===== config.mk =====
export PLATFORM = sky130hd
export DESIGN_NAME = fbpa_divider
export DESIGN_NICKNAME = d
export VERILOG_FILES = /design/src/design/fbpa_pkg.sv /design/src/design/fbpa_divider.sv
export SDC_FILE = /design/constraint.sdc
export NUM_CORES = 1
export LEC_CHECK = 0
export BUFFER_PORTS_ARGS = -buffer_cell sky130_fd_sc_hd__buf_2
export CAP_MARGIN = 20
export CORE_MARGIN = 2
export CORE_UTILIZATION = 56
export DETAILED_ROUTE_END_ITERATION = 8
export PLACE_DENSITY_LB_ADDON = 0.05
export SYNTH_ARGS = -nofsm -noshare
export SYNTH_HDL_FRONTEND = slang
export SYNTH_SLANG_ARGS = --single-unit

===== constraint.sdc =====
create_clock -name clk -period 3.45 [get_ports clk]
set_clock_uncertainty 0.15 [all_clocks]
set_input_delay 0.69 -clock clk [delete_from_list [all_inputs] [get_ports clk]]
set_output_delay 0.69 -clock clk [all_outputs]
set_load 0.02 [all_outputs]

===== src/design/fbpa_pkg.sv =====
// Shared constants and codes for the fixed block pool allocator.
// Used by the divider and the top level; depends on nothing.
package fbpa_pkg;

    localparam int ADDR_W             = 48;
    localparam int SIZE_W             = 16;
    localparam int SLOTS_CFG_W        = 11;
    localparam int DEF_SLOT_COUNT     = 1024;
    localparam int DEF_ADDRESS_BITS   = 48;

    localparam logic [ADDR_W-1:0]      RST_POOL_BASE = 48'd4096;
    localparam logic [SIZE_W-1:0]      RST_SLOT_SIZE = 16'd64;
    localparam logic [SLOTS_CFG_W-1:0] RST_SLOTS     = 11'd1024;

    typedef enum logic [1:0] {
        CFG_POOL_BASE = 2'd0,
        CFG_SLOT_SIZE = 2'd1,
        CFG_SLOTS     = 2'd2
    } cfg_index_t;

    typedef enum logic [1:0] {
        ACT_ALLOC   = 2'd0,
        ACT_RELEASE = 2'd1,
        ACT_REBUILD = 2'd2
    } action_t;

    typedef enum logic [1:0] {
        STS_DONE      = 2'd0,
        STS_EMPTY     = 2'd1,
        STS_NOT_OWNED = 2'd2,
        STS_REBUILT   = 2'd3
    } status_t;

endpackage


===== src/design/fbpa_divider.sv =====
// Restoring divider, one quotient bit per cycle, for the release ownership check.
// Depends on fbpa_pkg for the slot size width.
module fbpa_divider
    import fbpa_pkg::*;
#(
    parameter int QW = 10
) (
    input  logic                 clk,
    input  logic                 rst_n,
    input  logic                 start,
    input  logic [SIZE_W+QW-1:0] dividend,
    input  logic [SIZE_W-1:0]    divisor,
    output logic                 done,
    output logic [QW-1:0]        quotient,
    output logic [SIZE_W+QW-1:0] remainder
);

    localparam int DW = SIZE_W + QW;
    localparam int CW = $clog2(QW + 1);

    logic [DW-1:0] rem_reg;
    logic [DW-1:0] dsr_reg;
    logic [QW-1:0] q_reg;
    logic [CW-1:0] cnt_reg;
    logic          busy_reg;
    logic          done_reg;
    logic          ge;

    assign ge = rem_reg >= dsr_reg;

    always_ff @(posedge clk or negedge rst_n)
    begin
        if (!rst_n)
        begin
            rem_reg  <= '0;
            dsr_reg  <= '0;
            q_reg    <= '0;
            cnt_reg  <= '0;
            busy_reg <= 1'b0;
            done_reg <= 1'b0;
        end
        else
        begin
            done_reg <= 1'b0;
            if (start)
            begin
                rem_reg  <= dividend;
                dsr_reg  <= DW'(divisor) << (QW - 1);
                q_reg    <= '0;
                cnt_reg  <= CW'(QW - 1);
                busy_reg <= 1'b1;
            end
            else if (busy_reg)
            begin
                if (ge)
                begin
                    rem_reg <= rem_reg - dsr_reg;
                end
                q_reg   <= (q_reg << 1) | QW'(ge);
                dsr_reg <= dsr_reg >> 1;
                cnt_reg <= cnt_reg - CW'(1);
                if (cnt_reg == '0)
                begin
                    busy_reg <= 1'b0;
                    done_reg <= 1'b1;
                end
            end
        end
    end

    assign done      = done_reg;
    assign quotient  = q_reg;
    assign remainder = rem_reg;

endmodule


==> flow_metrics.env <==
export IMPL_max_slew_margin_rel=0.4707
export IMPL_grt_pass1_vias=3578
export IMPL_grt_max_degree=51
export IMPL_die_area_mm2=0.008471
export IMPL_clockBufferDepth=2
export IMPL_path_class="register to register"
export IMPL_power_switching_mw=2.129
export IMPL_p_int_mw=2.630
export IMPL_dpl_cell_area_mm2=0.004845
export IMPL_ys_flop_type="dfrtp_1"
export IMPL_ir_worst_vdd_v=0.0004616
export IMPL_diodes=0
export IMPL_worst_skew_pair_late_latency_ns=0.35
export IMPL_seqPwrFrac=0.247
export IMPL_drt_wl_total_mm=10.02
export IMPL_synth_top_area_cell="dfrtp_1"
export IMPL_rsz0062_at_grt="false"
export IMPL_clk_pin_slew_ns=0.08
export IMPL_ys_warn_count=0
export IMPL_outcome="completed"
export IMPL_end_kind="register"
export IMPL_period_share=0.9374
export IMPL_seq_area_frac_synth=0.3863
export IMPL_wire_per_inst_um=15.07
export IMPL_grt_overflow=0
export IMPL_final_area_mm2=0.005085
export IMPL_numCtsBuffers=9
export IMPL_initial_utilization=0.5706
export IMPL_tns_ns=0
export IMPL_synth_nets=553
export IMPL_synth_async_sr_flop_share=1.000
export IMPL_grt_usage=0.2510
export IMPL_p_leak_nw=2.714
export IMPL_ios=82
export IMPL_synth_area_mm2=0.004340
export IMPL_fmax_ghz=0.3092
export IMPL_reg2reg_setup_slack_ns=0.22
export IMPL_switching_share=0.4473
export IMPL_ant_nets=0
export IMPL_drv_slew=0
export IMPL_grt_use_met2=0.4075
export IMPL_place_hpwl_mm=7.257
export IMPL_post_place_cells=648
export IMPL_reg2reg_depth=13
export IMPL_clock_sinks=67
export IMPL_clockPowerShare=0.154
export IMPL_synth_avg_cell_area_um2=9.043
export IMPL_vias=3621
export IMPL_die_w_um=92.04
export IMPL_critPathRequiredTime_ns=3.49
export IMPL_tightest_slew_ns=0.7931
export IMPL_routed_via_density=5.445
export IMPL_rows=32
export IMPL_numPortBuffers=81
export IMPL_synth_top_area_share=0.3863
export IMPL_largest_register_ffs=26
export IMPL_comb_power_share=0.599
export IMPL_yosysMostFrequentCell="dfrtp_1"
export IMPL_busiest_layer="met2"
export IMPL_final_layout_size_suffix_gt1_frac=0.2078
export IMPL_antenna_found_initial=0
export IMPL_synth_cell_types=51
export IMPL_r2r_start="remainder[0]"
export IMPL_crit_path_end="remainder[8]"
export IMPL_synthTopCellsByCount="67 x dfrtp_1, 57 x nand2_1, 51 x mux2i_1, 39 x o21ai_0, 37 x inv_1"
export IMPL_r2r_end="remainder[8]"
export IMPL_ctsHoldBuffers=0
export IMPL_setup_viol=0
export IMPL_drv_cap=0
export IMPL_cts_tree="yes"
export IMPL_hold_path_class="input pin to async pin"
export IMPL_drc=0
export IMPL_grt_first_pass_wirelength_mm=16.99
export IMPL_worstSetupStartpoint="remainder[0]"
export IMPL_synth_seq_cells=67
export IMPL_crit_path_max_fanout=13
export IMPL_gp_congestion=0.9076
export IMPL_ys_top_cells_by_area="dfrtp_1 39%, mux2i_1 12%, ha_1 7.8%"
export IMPL_fp_dieH_um=92.04
export IMPL_h_tree_depth=3
export IMPL_synth_edf_count=0
export IMPL_coreArea_mm2=0.007607
export IMPL_use_met1=0.3446
export IMPL_hold_viol=0
export IMPL_syn2layout_area_growth_pct=17.15
export IMPL_stdcell_count=665
export IMPL_arrival_ns=3.27
export IMPL_syn_inst=480
export IMPL_first_pass_iters=4
export IMPL_cts_root_buf="clkbuf_8"
export IMPL_power_density_mw_per_mm2=935.9
export IMPL_drt_initial_drc_count=182
export IMPL_grt_use_met3=0.04684
export IMPL_nets=632
export IMPL_layout_min_cycle_time_ns=3.234
export IMPL_cp_start_kind="register"
-- cells by family after synthesis --
family                   after synthesis  synth area share
flip-flops                            67            0.3863
AO/OA/AOI/OAI                        118            0.1727
buffers and inverters                 61           0.05736
adder cells (fa/ha/maj)               28           0.08244
XOR/XNOR                              19           0.03834
AND/OR/NAND/NOR                      135            0.1427
multiplexers                          52            0.1202
-- power by group through the flow --
| stage | clock network [mW] | registers, mW | logic, mW |
|---|---|---|---|
| final | 0.732 | 1.17 | 2.85 |
| after global routing | 0.781 | 1.20 | 3.14 |
| after detailed placement | 0 | 1.18 | 2.78 |
| after global placement | 0 | 1.18 | 2.75 |
| after CTS | 0.750 | 1.17 | 2.80 |
| after floorplan | 0 | 1.35 | 1.95 |
-- worst max-delay path: stages, from the launching register on --
cell and delay [ns]:
dfrtp_1 0.38, inv_1 0.08, ha_1 0.18, inv_1 0.06
fa_2 0.37, a211oi_2 0.23, o211ai_1 0.14, a221o_1 0.44
a21oi_4 0.19, o211ai_2 0.11, and2_2 0.26, buf_6 0.19
mux2i_2 0.19, a21oi_1 0.10
-- through the flow --
| step | power, mW | hold WS, ns | setup slack [ns] | utilization |
|---|---|---|---|---|
| after CTS | 4.718 | 0.2631 | 0.03454 | 0.6650 |
| after global routing | 5.115 | 0.3048 | 0.01318 | 0.6684 |
| after floorplan | 3.295 | 0.2444 | 0.3304 | - |
| after global placement | 3.926 | 0.3493 | 0.2360 | 0.6368 |
| final | 4.759 | 0.2472 | 0.2161 | 0.6684 |
| after detailed placement | 3.969 | 0.3602 | 0.07425 | 0.6368 |
-- routing by layer --
metal / wire, um / up-vias
li1: - / 1834
met1: 4982 / 1713
met2: 4671 / 66
met3: 293 / 8
met4: 74 / 0
met5: 0 / -
-- final cells by class --
cell class,instances,area (um^2)
Clock buffer,9,123.9
Clock inverter,6,90.09
Fill cell,673,2522
Inverter,37,138.9
Multi-Input combinational cell,352,2422
Sequential cell,67,1678
Tap cell,102,127.6
Timing Repair Buffer,92,504.2
-- what timing repair did --
item | in CTS | in global routing
setup buffers | 0 | 2
hold endpoints to repair | 0 | 0
gates resized for setup | 0 | 4
setup endpoints to repair | 0 | 17
-- worst min-delay path by stage --
| stage | to | slack (ns) | cells after the start |
|---|---|---|---|
| floorplan | busy_reg | 0.24 | 0 |
| global placement | quotient[9] | 0.35 | 2 |
| detailed placement | cnt_reg[3] | 0.36 | 2 |
| CTS | dsr_reg[18] | 0.26 | 1 |
| global route | dsr_reg[19] | 0.30 | 1 |
| finish | dsr_reg[18] | 0.25 | 1 |
-- layout by cell type, fill, tap and decap left out, types with 6 or more instances in the layout --
cell type and count:
dfrtp_1 66, buf_2 81, mux2i_1 50, buf_4 9, o21ai_0 39, and3_1 6
a31oi_1 6, a21o_1 13, ha_1 27, xnor2_1 11, inv_1 37, nand2_1 57
nand3_1 6, xor2_1 8, clkbuf_8 9, nand4_1 7, o211ai_1 6, a21oi_1 24
nor2_1 33
(Power assumes the default switching activity.)
